--- config.mk ---
export PLATFORM = sky130hd
export DESIGN_NAME = seven_segment_scan_driver
export DESIGN_NICKNAME = d
export VERILOG_FILES = /design/src/rtl/sssd_pkg.sv /design/src/rtl/seven_segment_scan_driver.sv /design/src/rtl/sssd_split.sv /design/src/rtl/sssd_fifo.sv /design/src/rtl/sssd_scan.sv
export SDC_FILE = /design/constraint.sdc
export NUM_CORES = 1
export LEC_CHECK = 0
export BUFFER_PORTS_ARGS = -buffer_cell sky130_fd_sc_hd__buf_2
export CAP_MARGIN = 10
export CORE_MARGIN = 10
export CORE_UTILIZATION = 45
export DETAILED_ROUTE_END_ITERATION = 8
export MAX_ROUTING_LAYER = met4
export PLACE_DENSITY = 0.64
export SLEW_MARGIN = 25
export SYNTH_ARGS = -nofsm -noshare
export SYNTH_HDL_FRONTEND = slang
export SYNTH_SLANG_ARGS = --single-unit
--- constraint.sdc ---
create_clock -name clk -period 6.3 [get_ports clk]
set_input_delay 0.63 -clock clk [delete_from_list [all_inputs] [get_ports clk]]
set_output_delay 0.63 -clock clk [all_outputs]
set_load 0.01 [all_outputs]
--- src/rtl/sssd_pkg.sv ---
// Shared types, register codes and the segment table of the seven-segment scan driver.
`default_nettype none
package sssd_pkg;

  localparam int DIGIT_COUNT_DEFAULT     = 4;
  localparam int FRACTION_DIGITS_DEFAULT = 2;

  localparam int VALUE_W     = 16;
  localparam int DWELL_W     = 8;
  localparam int SEG_W       = 7;
  localparam int DRIVE_W     = 4;
  localparam int NUMBER_W    = 2;
  localparam int CFG_INDEX_W = 1;
  localparam int CFG_DATA_W  = 8;
  localparam int QUEUE_DEPTH = 4;

  // Reciprocal of ten: (x * RECIP_10) >> RECIP_SHIFT equals x / 10 for every 16-bit x.
  localparam logic [16:0] RECIP_10    = 17'd52429;
  localparam int          RECIP_SHIFT = 19;

  localparam logic [DWELL_W-1:0] MUX_TICKS_RESET = 8'd5;

  localparam logic KIND_SET  = 1'b0;
  localparam logic KIND_TICK = 1'b1;

  localparam logic [CFG_INDEX_W-1:0] REG_MUX_TICKS = 1'd0;
  localparam logic [CFG_INDEX_W-1:0] REG_POLARITY  = 1'd1;

  typedef struct packed {
    logic               kind;
    logic [VALUE_W-1:0] value_hundredths;
  } item_t;

  typedef struct packed {
    logic [SEG_W-1:0]    segment_drive;
    logic                point_drive;
    logic [DRIVE_W-1:0]  digit_drive;
    logic [NUMBER_W-1:0] digit_number;
  } result_t;

  // Segments a..g on bits 0..6, lit is 1.
  function automatic logic [SEG_W-1:0] seg_pattern(input logic [3:0] digit);
    logic [SEG_W-1:0] pattern;
    case (digit)
      4'd0:    pattern = 7'h3F;
      4'd1:    pattern = 7'h06;
      4'd2:    pattern = 7'h5B;
      4'd3:    pattern = 7'h4F;
      4'd4:    pattern = 7'h66;
      4'd5:    pattern = 7'h6D;
      4'd6:    pattern = 7'h7D;
      4'd7:    pattern = 7'h07;
      4'd8:    pattern = 7'h7F;
      4'd9:    pattern = 7'h6F;
      default: pattern = 7'h00;
    endcase
    return pattern;
  endfunction

endpackage
`default_nettype wire

--- src/rtl/seven_segment_scan_driver.sv ---
// Top level of the multiplexed seven-segment scan driver.
// An accepted item passes one splitter stage per decimal digit, then the queue and
// the result register. Throughput: one item per cycle while results are popped;
// the result register refills in the cycle it is popped.
// Reset (synchronous, active high) clears digits, scan position, dwell count and
// queues, and loads mux_ticks = 5 and common cathode polarity.
`default_nettype none
module seven_segment_scan_driver #(
  parameter int DIGIT_COUNT     = sssd_pkg::DIGIT_COUNT_DEFAULT,
  parameter int FRACTION_DIGITS = sssd_pkg::FRACTION_DIGITS_DEFAULT
) (
  input  wire logic                             clk,
  input  wire logic                             rst,
  input  wire logic                             push,
  output logic                                  full,
  input  wire sssd_pkg::item_t                  item,
  output logic                                  empty,
  input  wire logic                             pop,
  output sssd_pkg::result_t                     result,
  input  wire logic                             cfg_we,
  input  wire logic [sssd_pkg::CFG_INDEX_W-1:0] cfg_index,
  input  wire logic [sssd_pkg::CFG_DATA_W-1:0]  cfg_data
);

  localparam int MW = 4 * DIGIT_COUNT + 1;

  logic          split_valid;
  logic          split_ready;
  logic [MW-1:0] split_data;
  logic          back_valid;
  logic          back_ready;
  logic [MW-1:0] back_data;

  sssd_split #(
    .DIGIT_COUNT(DIGIT_COUNT)
  ) u_split (
    .clk      (clk),
    .rst      (rst),
    .push     (push),
    .full     (full),
    .item     (item),
    .out_valid(split_valid),
    .out_ready(split_ready),
    .out_data (split_data)
  );

  sssd_fifo #(
    .WIDTH(MW),
    .DEPTH(sssd_pkg::QUEUE_DEPTH)
  ) u_queue (
    .clk       (clk),
    .rst       (rst),
    .push_valid(split_valid),
    .push_ready(split_ready),
    .push_data (split_data),
    .pop_valid (back_valid),
    .pop_ready (back_ready),
    .pop_data  (back_data)
  );

  sssd_scan #(
    .DIGIT_COUNT    (DIGIT_COUNT),
    .FRACTION_DIGITS(FRACTION_DIGITS)
  ) u_scan (
    .clk      (clk),
    .rst      (rst),
    .in_valid (back_valid),
    .in_ready (back_ready),
    .in_data  (back_data),
    .cfg_we   (cfg_we),
    .cfg_index(cfg_index),
    .cfg_data (cfg_data),
    .empty    (empty),
    .pop      (pop),
    .result   (result)
  );

`ifndef SYNTHESIS
  // The front end only pushes back when its last stage holds a beat the queue cannot take.
  assert property (@(posedge clk) disable iff (rst) full |-> (split_valid && !split_ready))
    else $error("full raised without a stalled beat at the end of the splitter");

  // A beat taken by the scan engine is always shown on the next cycle.
  assert property (@(posedge clk) disable iff (rst) (back_valid && back_ready) |=> !empty)
    else $error("beat taken from the queue did not produce a result");

  // Popping the last result with nothing behind it leaves the output empty.
  assert property (@(posedge clk) disable iff (rst) (pop && !empty && !back_valid) |=> empty)
    else $error("result still shown after its beat was popped");

  // Reset leaves both sides idle.
  assert property (@(posedge clk) rst |=> (empty && !full))
    else $error("block not idle after reset");
`endif

endmodule
`default_nettype wire

--- src/rtl/sssd_split.sv ---
// Front end: accepts items and splits their values into decimal digits, one digit per stage.
`default_nettype none
module sssd_split #(
  parameter int DIGIT_COUNT = sssd_pkg::DIGIT_COUNT_DEFAULT
) (
  input  wire logic                    clk,
  input  wire logic                    rst,
  input  wire logic                    push,
  output logic                         full,
  input  wire sssd_pkg::item_t         item,
  output logic                         out_valid,
  input  wire logic                    out_ready,
  output logic [4*DIGIT_COUNT:0]       out_data
);

  localparam int DW   = 4 * DIGIT_COUNT;
  localparam int VW   = sssd_pkg::VALUE_W;
  localparam int LAST = DIGIT_COUNT - 1;

  logic [DIGIT_COUNT-1:0] vld;
  logic [DIGIT_COUNT-1:0] kind;
  logic [VW-1:0]          rem      [LAST];
  logic [DW-1:0]          digs     [DIGIT_COUNT];

  logic [VW-1:0]          src      [DIGIT_COUNT];
  logic [VW+17-1:0]       prod     [DIGIT_COUNT];
  logic [VW-1:0]          quo      [DIGIT_COUNT];
  logic [3:0]             diff     [DIGIT_COUNT];
  logic [DW-1:0]          digs_next[DIGIT_COUNT];
  logic                   adv;

  // The whole pipeline moves together; it only stops when its last stage cannot hand off.
  assign adv       = !vld[LAST] || out_ready;
  assign full      = !adv;
  assign out_valid = vld[LAST];
  assign out_data  = {kind[LAST], digs[LAST]};

  always_comb begin
    src[0]       = item.value_hundredths;
    digs_next[0] = '0;
    for (int s = 1; s < DIGIT_COUNT; s++) begin
      src[s]       = rem[s-1];
      digs_next[s] = digs[s-1];
    end
    // Stage s peels off the s-th least significant digit, which lands in nibble s.
    for (int s = 0; s < DIGIT_COUNT; s++) begin
      prod[s] = (VW+17)'(src[s]) * (VW+17)'(sssd_pkg::RECIP_10);
      quo[s]  = VW'(prod[s] >> sssd_pkg::RECIP_SHIFT);
      diff[s] = 4'(src[s] - ((quo[s] << 3) + (quo[s] << 1)));
      digs_next[s][4*s +: 4] = diff[s];
    end
  end

  always_ff @(posedge clk) begin
    if (rst) begin
      vld <= '0;
    end else if (adv) begin
      vld <= {vld[DIGIT_COUNT-2:0], push};
    end
  end

  always_ff @(posedge clk) begin
    if (adv) begin
      kind <= {kind[DIGIT_COUNT-2:0], item.kind};
      for (int s = 0; s < LAST; s++) begin
        rem[s] <= quo[s];
      end
      for (int s = 0; s < DIGIT_COUNT; s++) begin
        digs[s] <= digs_next[s];
      end
    end
  end

endmodule
`default_nettype wire

--- src/rtl/sssd_fifo.sv ---
// Short queue between the digit splitter and the scan engine.
`default_nettype none
module sssd_fifo #(
  parameter int WIDTH = 17,
  parameter int DEPTH = sssd_pkg::QUEUE_DEPTH
) (
  input  wire logic             clk,
  input  wire logic             rst,
  input  wire logic             push_valid,
  output logic                  push_ready,
  input  wire logic [WIDTH-1:0] push_data,
  output logic                  pop_valid,
  input  wire logic             pop_ready,
  output logic [WIDTH-1:0]      pop_data
);

  localparam int PW = (DEPTH > 1) ? $clog2(DEPTH) : 1;
  localparam int CW = $clog2(DEPTH + 1);

  logic [WIDTH-1:0] slots [DEPTH];
  logic [PW-1:0]    wr_ptr;
  logic [PW-1:0]    rd_ptr;
  logic [CW-1:0]    count;
  logic             do_push;
  logic             do_pop;

  assign push_ready = (count != CW'(DEPTH));
  assign pop_valid  = (count != '0);
  assign pop_data   = slots[rd_ptr];
  assign do_push    = push_valid && push_ready;
  assign do_pop     = pop_valid && pop_ready;

  always_ff @(posedge clk) begin
    if (rst) begin
      wr_ptr <= '0;
      rd_ptr <= '0;
      count  <= '0;
    end else begin
      if (do_push) begin
        wr_ptr <= (wr_ptr == PW'(DEPTH - 1)) ? '0 : wr_ptr + PW'(1);
      end
      if (do_pop) begin
        rd_ptr <= (rd_ptr == PW'(DEPTH - 1)) ? '0 : rd_ptr + PW'(1);
      end
      if (do_push && !do_pop) begin
        count <= count + CW'(1);
      end else if (do_pop && !do_push) begin
        count <= count - CW'(1);
      end
    end
  end

  always_ff @(posedge clk) begin
    if (do_push) begin
      slots[wr_ptr] <= push_data;
    end
  end

endmodule
`default_nettype wire

--- src/rtl/sssd_scan.sv ---
// Back end: digit store, dwell counter, scan position, drive patterns and result register.
`default_nettype none
module sssd_scan #(
  parameter int DIGIT_COUNT     = sssd_pkg::DIGIT_COUNT_DEFAULT,
  parameter int FRACTION_DIGITS = sssd_pkg::FRACTION_DIGITS_DEFAULT
) (
  input  wire logic                             clk,
  input  wire logic                             rst,
  input  wire logic                             in_valid,
  output logic                                  in_ready,
  input  wire logic [4*DIGIT_COUNT:0]           in_data,
  input  wire logic                             cfg_we,
  input  wire logic [sssd_pkg::CFG_INDEX_W-1:0] cfg_index,
  input  wire logic [sssd_pkg::CFG_DATA_W-1:0]  cfg_data,
  output logic                                  empty,
  input  wire logic                             pop,
  output sssd_pkg::result_t                     result
);

  localparam int DW          = 4 * DIGIT_COUNT;
  localparam int SCAN_W      = $clog2(DIGIT_COUNT);
  localparam int WW          = sssd_pkg::DWELL_W;
  localparam int POINT_INDEX = DIGIT_COUNT - 1 - FRACTION_DIGITS;

  logic [3:0]          store      [DIGIT_COUNT];
  logic [3:0]          store_next [DIGIT_COUNT];
  logic [SCAN_W-1:0]   scan_pos;
  logic [SCAN_W-1:0]   scan_pos_next;
  logic [SCAN_W-1:0]   scan_step;
  logic [WW-1:0]       dwell;
  logic [WW-1:0]       dwell_next;
  logic [WW-1:0]       dwell_inc;
  logic [WW-1:0]       limit;
  logic [WW-1:0]       mux_ticks;
  logic                anode_mode;
  logic                res_vld;
  logic                take;
  logic                wrap;
  logic [3:0]          digit;
  logic [sssd_pkg::SEG_W-1:0]   seg;
  logic                         pt;
  logic [sssd_pkg::DRIVE_W-1:0] sel;
  logic [31:0]                  pos_wide;
  sssd_pkg::result_t            result_next;

  assign in_ready = !res_vld || pop;
  assign take     = in_valid && in_ready;
  assign empty    = !res_vld;

  always_comb begin
    limit     = (mux_ticks == '0) ? WW'(1) : mux_ticks;
    dwell_inc = dwell + WW'(1);
    wrap      = (dwell_inc >= limit);
    scan_step = (scan_pos == SCAN_W'(DIGIT_COUNT - 1)) ? '0 : scan_pos + SCAN_W'(1);
    for (int i = 0; i < DIGIT_COUNT; i++) begin
      store_next[i] = store[i];
    end
    dwell_next    = dwell;
    scan_pos_next = scan_pos;
    if (in_data[DW] == sssd_pkg::KIND_TICK) begin
      dwell_next    = wrap ? '0 : dwell_inc;
      scan_pos_next = wrap ? scan_step : scan_pos;
    end else begin
      // Digit 0 is the most significant and sits in the top nibble.
      for (int i = 0; i < DIGIT_COUNT; i++) begin
        store_next[i] = in_data[4*(DIGIT_COUNT-1-i) +: 4];
      end
    end
  end

  always_comb begin
    digit    = store_next[scan_pos_next];
    seg      = sssd_pkg::seg_pattern(digit);
    pos_wide = 32'(scan_pos_next);
    pt       = (POINT_INDEX >= 0) && (pos_wide == 32'(POINT_INDEX));
    for (int j = 0; j < sssd_pkg::DRIVE_W; j++) begin
      sel[j] = (pos_wide == 32'(j));
    end
    if (anode_mode) begin
      result_next.segment_drive = ~seg;
      result_next.point_drive   = !pt;
      result_next.digit_drive   = sel;
    end else begin
      result_next.segment_drive = seg;
      result_next.point_drive   = pt;
      result_next.digit_drive   = ~sel;
    end
    result_next.digit_number = pos_wide[sssd_pkg::NUMBER_W-1:0];
  end

  always_ff @(posedge clk) begin
    if (rst) begin
      mux_ticks  <= sssd_pkg::MUX_TICKS_RESET;
      anode_mode <= 1'b0;
    end else if (cfg_we) begin
      case (cfg_index)
        sssd_pkg::REG_MUX_TICKS: mux_ticks  <= cfg_data;
        sssd_pkg::REG_POLARITY:  anode_mode <= cfg_data[0];
        default: ;
      endcase
    end
  end

  always_ff @(posedge clk) begin
    if (rst) begin
      for (int i = 0; i < DIGIT_COUNT; i++) begin
        store[i] <= '0;
      end
      scan_pos <= '0;
      dwell    <= '0;
      res_vld  <= 1'b0;
    end else begin
      if (take) begin
        for (int i = 0; i < DIGIT_COUNT; i++) begin
          store[i] <= store_next[i];
        end
        scan_pos <= scan_pos_next;
        dwell    <= dwell_next;
        res_vld  <= 1'b1;
      end else if (pop) begin
        res_vld <= 1'b0;
      end
    end
  end

  always_ff @(posedge clk) begin
    if (take) begin
      result <= result_next;
    end
  end

endmodule
`default_nettype wire

==> results of run 1 <==
## cell families (layout without fill, tap and decap cells)
family	count (synthesis)	count (layout)	synth area share
fa+ha+maj	750	750	0.489
buf+inv	543	644	0.0890
simple gates	222	222	0.0448
flops	214	214	0.263
compound gates	174	174	0.0502
xor+xnor	86	86	0.0325
mux	47	47	0.0316
## metal layers
metal | routed length (um) | vias up | track usage
met5 | 0 | - | -
met4 | 505 | 0 | 0.0193
met3 | 1080 | 35 | 0.0148
met2 | 21700 | 135 | 0.259
met1 | 21000 | 6917 | 0.208
li1 | - | 6831 | -
## sequential cells by signal (all words and copies together), names as in the netlist, named ones only
name and cells:
u_scan.store 16, u_split.kind 4, u_scan.dwell 8, u_scan.scan_pos 2, u_scan.res_vld 1, u_queue.slots 68
u_scan.mux_ticks 8, u_scan.anode_mode 1, u_split.vld 4, u_split.rem 39, u_queue.count 3, u_queue.wr_ptr 2
u_queue.rd_ptr 2, u_split.digs 40, u_scan.result 14
## layout make-up
cell class | instances | area, um2
tap | 680 | 851
clock buffer | 25 | 604
timing repair buffer | 76 | 455
multi-input combinational | 1279 | 15000
fill | 4633 | 25800
inverter | 525 | 1970
sequential | 214 | 6100
clock inverter | 18 | 250
## what timing repair did
action / 4_1_cts / 5_1_grt
setup endpoints to repair: 0 / 6
gates resized for setup: 0 / 7
setup buffers: 0 / 5
## worst min-delay path by stage
stage | end | slack (ns) | cells past startpoint
finish | u_split.kind[0]$_DFFE_PN_ | 0.29 | 1
global route | u_split.kind[0]$_DFFE_PN_ | 0.26 | 1
CTS | u_split.kind[0]$_DFFE_PN_ | 0.26 | 1
detailed placement | u_split.digs[3][3]$_DFFE_PN_ | 0.40 | 0
global placement | u_split.digs[3][6]$_DFFE_PN_ | 0.40 | 0
floorplan | u_split.digs[1][0]$_DFFE_PN_ | 0.40 | 0
## cell usage in the layout, fill, tap and decap left out, types with 3 or more instances in the layout
cell type	n
nand2_1	61
nor3_1	10
buf_4	30
o2111ai_1	3
a31o_2	3
and2_1	8
nor2b_1	8
clkbuf_16	24
a21o_1	18
mux2_2	6
a21oi_1	66
a211oi_1	7
clkinv_1	3
a31oi_1	3
and3_1	9
nor2_1	76
o21a_1	10
mux4_2	14
clkinv_2	3
xor2_1	28
or3_1	3
inv_1	524
dfxtp_1	33
mux2i_1	20
o21ai_0	24
o21ai_1	3
clkinvlp_4	3
nand3b_1	5
fa_1	257
bufinv_16	5
nand4_1	6
edfxtp_1	181
buf_2	46
nand2b_1	6
o31ai_1	3
mux4_1	3
nand3_1	19
xnor2_1	58
ha_1	491
## through the flow
stage,cell area (um2),hold WS (ns),cells,setup WS (ns),util
final,25300,0.287,2817,0.303,0.494
after global placement,24300,0.401,2769,0.100,0.476
after global routing,25300,0.259,2817,0.0227,0.494
after detailed placement,24300,0.405,2769,0.00368,0.476
after floorplan,23200,0.400,2036,0.552,-
after CTS,25200,0.263,2812,0.0903,0.493
==> impl_metrics.json, run 1 <==
{
  "synthCells": 2036,
  "critPathSlowestCell": "fa_1",
  "ctsHoldBuffers": 0,
  "die-area_mm2": 0.0609,
  "layout-drive-gt1-share": 0.0749,
  "cp-end-kind": "register",
  "diodes": 0,
  "slew_viol_final": 0,
  "cts_root_buf": "clkbuf_16",
  "rsz0062_at_grt": "no",
  "synth_nets": 2817,
  "synth-edff-count": 181,
  "crit_family": "adder cells",
  "cts_buffer_depth": 3,
  "synth_top_area_share": 0.266,
  "first_iter_violations": 478,
  "fin_crit_sh": 0.952,
  "synthFlopType": "edfxtp_1",
  "cts_inserted_buffers": 24,
  "crit_start": "u_split.rem[0][18]$_DFFE_PN_",
  "antenna_found_initial": 0,
  "min_from": "item[16]",
  "clkSinkCount": 214,
  "reg2reg_from": "u_split.rem[0][18]$_DFFE_PN_",
  "portBuffers": 46,
  "clk-insertion-delay-late_ns": 0.53,
  "yosysMostFrequentCell": "inv_1",
  "critPathCapture": "u_split.digs[2][11]$_DFFE_PN_",
  "drt-total-wl_mm": 44.3,
  "r2r_setup_slack_ns": 0.30,
  "post-route-min-period_ns": 6.00,
  "row_count": 83,
  "yosys_warnings": 0,
  "postRouteAntennaNets": 0,
  "synth_commonest_cells": "inv_1 (525), ha_1 (493), fa_1 (257), edfxtp_1 (181), nor2_1 (76)",
  "avgSynthCellArea_um2": 11.4,
  "wl_per_cell_um": 15.7,
  "ys_ff_latch": 214,
  "setup-tns-final_ns": 0,
  "ys_async_sr_fraction": 0,
  "critPathLaunchType": "register",
  "grt_pass1_vias": 14937,
  "fp.dieW_um": 247,
  "min-delay-path-class": "in2reg",
  "grt_usage": 0.155,
  "start_util": 0.453,
  "cts.clk_slew.worst_paths_ns": 0.06,
  "vias": 13918,
  "ys_seq_area_frac": 0.263,
  "r2r_end": "u_split.digs[2][11]$_DFFE_PN_",
  "firstDrtPassIters": 5,
  "worstPathBufferInverterCount": 2,
  "timing_worst_setup_path_type": "reg2reg",
  "areaGrowthSynthToFinish_pct": 9.08,
  "ys_types": 71,
  "grt_pass1_wl_mm": 75.1,
  "overflow": 0,
  "setup_viol_count_final": 0,
  "status": "finished, final reports clean",
  "cp.required_ns": 6.57,
  "clock.fmax_ghz": 0.167,
  "hpwlAfterDp_mm": 37.9,
  "grt_max_degree": 65,
  "cpPeakStageDelay_ns": 0.57,
  "hold_viol": 0,
  "cp.arrival_ns": 6.27,
  "syn-cell-area_mm2": 0.0232,
  "worst_pin_slew_ns": 0.911,
  "worst-path-stages": 20,
  "fin_skew_ns": 0.0199,
  "gp_congestion": 0.950,
  "cts_tree": "done",
  "crit_fanout": 5,
  "ctsHtreeMaxLevel": 1,
  "crit_chain": "ha_1 -> fa_1 -> fa_1 -> fa_1 -> fa_1 -> inv_1 -> fa_1 -> inv_1 -> ha_1 -> and3_1 -> a221oi_1 -> o2bb2ai_1 -> a31oi_2 -> nand2b_1 -> xor2_1 -> ha_1 -> nand2_1 -> nand2_1 -> xnor2_1 -> xnor2_1",
  "cp_common_cell": "fa_1",
  "synthTopCellsByArea": "ha_1 (27%), edfxtp_1 (23%), fa_1 (22%), inv_1 (8.5%), dfxtp_1 (2.9%)",
  "io_pins": 47,
  "final_net_count": 2901,
  "drcViolationCount": 0,
  "core_mm2": 0.0511,
  "cap_violations": 0,
  "yosys.area.top_type": "ha_1",
  "r2r_cells": 20,
  "fp.dieH_um": 247,
  "timing.slew.headroom": 0.392,
  "viasPerCell": 4.94
}
Power of run 1 is left out: the tool's default activity adds up to more than one toggle a clock period on the data nets, which glitch-free logic cannot reach.
==> run 2, diff against run 1 <==
Settings changed: CELL_PAD_IN_SITES_DETAIL_PLACEMENT from default to 1, CELL_PAD_IN_SITES_GLOBAL_PLACEMENT from default to 1, PLACE_DENSITY 0.64 to 0.75.
==> run 2 against run 1 <==
Net effect: register-to-register slack got worse by 0.07 ns; critical path depth is the same; clock skew decreased by 0.0069 ns; maximum frequency decreased by 1.2%; sequential share of layout area is 0.066 points lower; cell count up 0.32%; non-clock buffer count grew 8; largest cell class unchanged.
==> impl_metrics.json, run 2 (synthesis gave the netlist of run 1 again) <==
{
  "cp-end-kind": "register",
  "start_util": 0.453,
  "cap_violations": 0,
  "grt_max_degree": 61,
  "final_cell_mix": "inv_1 (524), ha_1 (490), fa_1 (257), edfxtp_1 (181), nor2_1 (76)",
  "hpwlAfterDp_mm": 44.0,
  "status": "finished, final reports clean",
  "hold_path_end": "u_split.kind[0]$_DFFE_PN_",
  "cpPeakStageDelay_ns": 0.55,
  "overflow": 0,
  "grt_usage": 0.180,
  "clk-insertion-delay-late_ns": 0.54,
  "timing.slew.headroom": 0.324,
  "row_count": 83,
  "r2r_setup_slack_ns": 0.23,
  "critPathSlowestCell": "fa_1",
  "layout-drive-gt1-share": 0.0797,
  "core_mm2": 0.0511,
  "io_pins": 47,
  "worst_pin_slew_ns": 1.01,
  "holdWs_ns": 0.265,
  "largestRegisters": "u_queue.slots: 68 flops, u_split.digs: 40 flops, u_split.rem: 39 flops",
  "grt_pass1_wl_mm": 85.6,
  "cp_common_cell": "fa_1",
  "gp_congestion": 0.900,
  "critPathLaunchType": "register",
  "clkSinkCount": 214,
  "fin_crit_sh": 0.963,
  "cts_tree": "done",
  "vias": 14331,
  "setup_viol_count_final": 0,
  "fp.dieH_um": 247,
  "drt-total-wl_mm": 51.7,
  "rsz0062_at_grt": "yes",
  "post-route-min-period_ns": 6.07,
  "reg2reg_from": "u_split.rem[0][1]$_DFFE_PN_",
  "antenna_found_initial": 0,
  "cts.clk_slew.worst_paths_ns": 0.06,
  "cp.arrival_ns": 6.36,
  "slew_viol_final": 0,
  "post_dp_cell_area_mm2": 0.0243,
  "highest_layer": "met4",
  "postRouteAntennaNets": 0,
  "wl_met3_mm": 1.20,
  "areaGrowthSynthToFinish_pct": 9.37,
  "final_area_mm2": 0.0253,
  "timing_worst_setup_path_type": "reg2reg",
  "top_register": "u_queue.slots",
  "layout_commonest_cell": "inv_1",
  "wl_per_cell_um": 18.3,
  "min_from": "item[16]",
  "portBuffers": 46,
  "crit_fanout": 5,
  "fillers": 5540,
  "die-area_mm2": 0.0609,
  "ctsHtreeMaxLevel": 1,
  "grt_pass1_vias": 16464,
  "post-route-util": 0.496,
  "r2r_end": "u_split.rem[0][21]$_DFFE_PN_",
  "wl_met1_mm": 22.7,
  "viasPerCell": 5.07,
  "cts_root_buf": "clkbuf_16",
  "hold_viol": 0,
  "cts_inserted_buffers": 24,
  "firstDrtPassIters": 4,
  "final_net_count": 2909,
  "diodes": 0,
  "clock.fmax_ghz": 0.165,
  "min-delay-path-class": "in2reg",
  "route.met2.wl_mm": 26.8,
  "fp.dieW_um": 247,
  "largest_register_ffs": 68,
  "fin_skew_ns": 0.0130,
  "cp.required_ns": 6.59,
  "r2r_cells": 20,
  "whs_path_depth": 1,
  "crit_chain": "ha_1 -> fa_1 -> fa_1 -> fa_1 -> fa_1 -> inv_1 -> fa_1 -> inv_1 -> ha_1 -> and3_1 -> nand4_1 -> a31o_2 -> o311ai_0 -> buf_4 -> o211a_1 -> o21a_1 -> or2_2 -> a21oi_1 -> o21bai_1 -> xor2_1",
  "first_iter_violations": 396,
  "drcViolationCount": 0,
  "cts_buffer_depth": 3
}
[run 2: cell types whose count changed in the layout (fill, tap and decap cells not counted)]
cell,previous run,this run
nor4_1,2,3
clkinvlp_4,3,2
clkinv_4,1,2
nor4_2,1,0
buf_4,30,38
ha_1,491,490
ha_4,1,2
inv_8,2,1
clkinv_2,3,7
clkinv_1,3,1
[run 2: repair_timing]
action | CTS | global route
hold buffers | 0 | 0
resized for setup | 0 | 8
setup endpoints to repair | 0 | 7
buffers inserted | 0 | 12
[run 2: layout make-up]
| cell class | count | area, um2 | share of cell area |
|---|---|---|---|
| multi-input combinational | 1279 | 15000 | 0.594 |
| clock inverter | 19 | 253 | 0.00998 |
| timing repair buffer | 84 | 515 | 0.0204 |
| tap | 680 | 851 | 0.0336 |
| sequential | 214 | 6100 | 0.241 |
| inverter | 525 | 1970 | 0.0779 |
| clock buffer | 25 | 604 | 0.0239 |
[run 2: worst max-delay path by stage]
| stage | endpoint | start | cells after the start | slack [ns] |
|---|---|---|---|---|
| after CTS | u_split.digs[3][15]$_DFFE_PN_ | u_split.rem[0][27]$_DFFE_PN_ | 22 | 0.1 |
| after global routing | u_split.digs[3][15]$_DFFE_PN_ | u_split.rem[0][27]$_DFFE_PN_ | 22 | -0.02 |
| after detailed placement | u_split.rem[0][12]$_DFFE_PN_ | item[2] | 22 | 0.05 |
| after global placement | u_split.rem[0][12]$_DFFE_PN_ | item[7] | 22 | 0.1 |
| final | u_split.rem[0][21]$_DFFE_PN_ | u_split.rem[0][1]$_DFFE_PN_ | 20 | 0.23 |
| after floorplan | u_split.rem[0][12]$_DFFE_PN_ | item[2] | 21 | 0.55 |
[run 2: worst max-delay path, delay by kind of cell, from the launching register on]
kind	cells	cell delay [ns]
and+or+nand+nor	3	0.64
xor gates and xnor gates	1	0.15
buffers and inverters	3	0.29
adders and majority gates	7	3.21
DFF	1	0.48
AOI/OAI and AO/OA	6	1.06
[run 2: metrics by stage]
stage	setup TNS [ns]	cells	worst slack [ns]
2_1_floorplan	0	2036	0.552
3_3_place_gp	0	2770	0.0972
3_5_place_dp	0	2770	0.0499
4_1_cts	0	2814	0.0950
5_1_grt	-0.0283	2826	-0.0226
6_report	0	2826	0.231
[run 2: routing by layer]
layer  vias to the layer above  global-route usage
met2                       151               0.318
met3                        64              0.0172
met4                         0              0.0319
met5                         -                   -
met1                      7266               0.224
li1                       6850                   -
Power of run 2 is left out for the same reason.
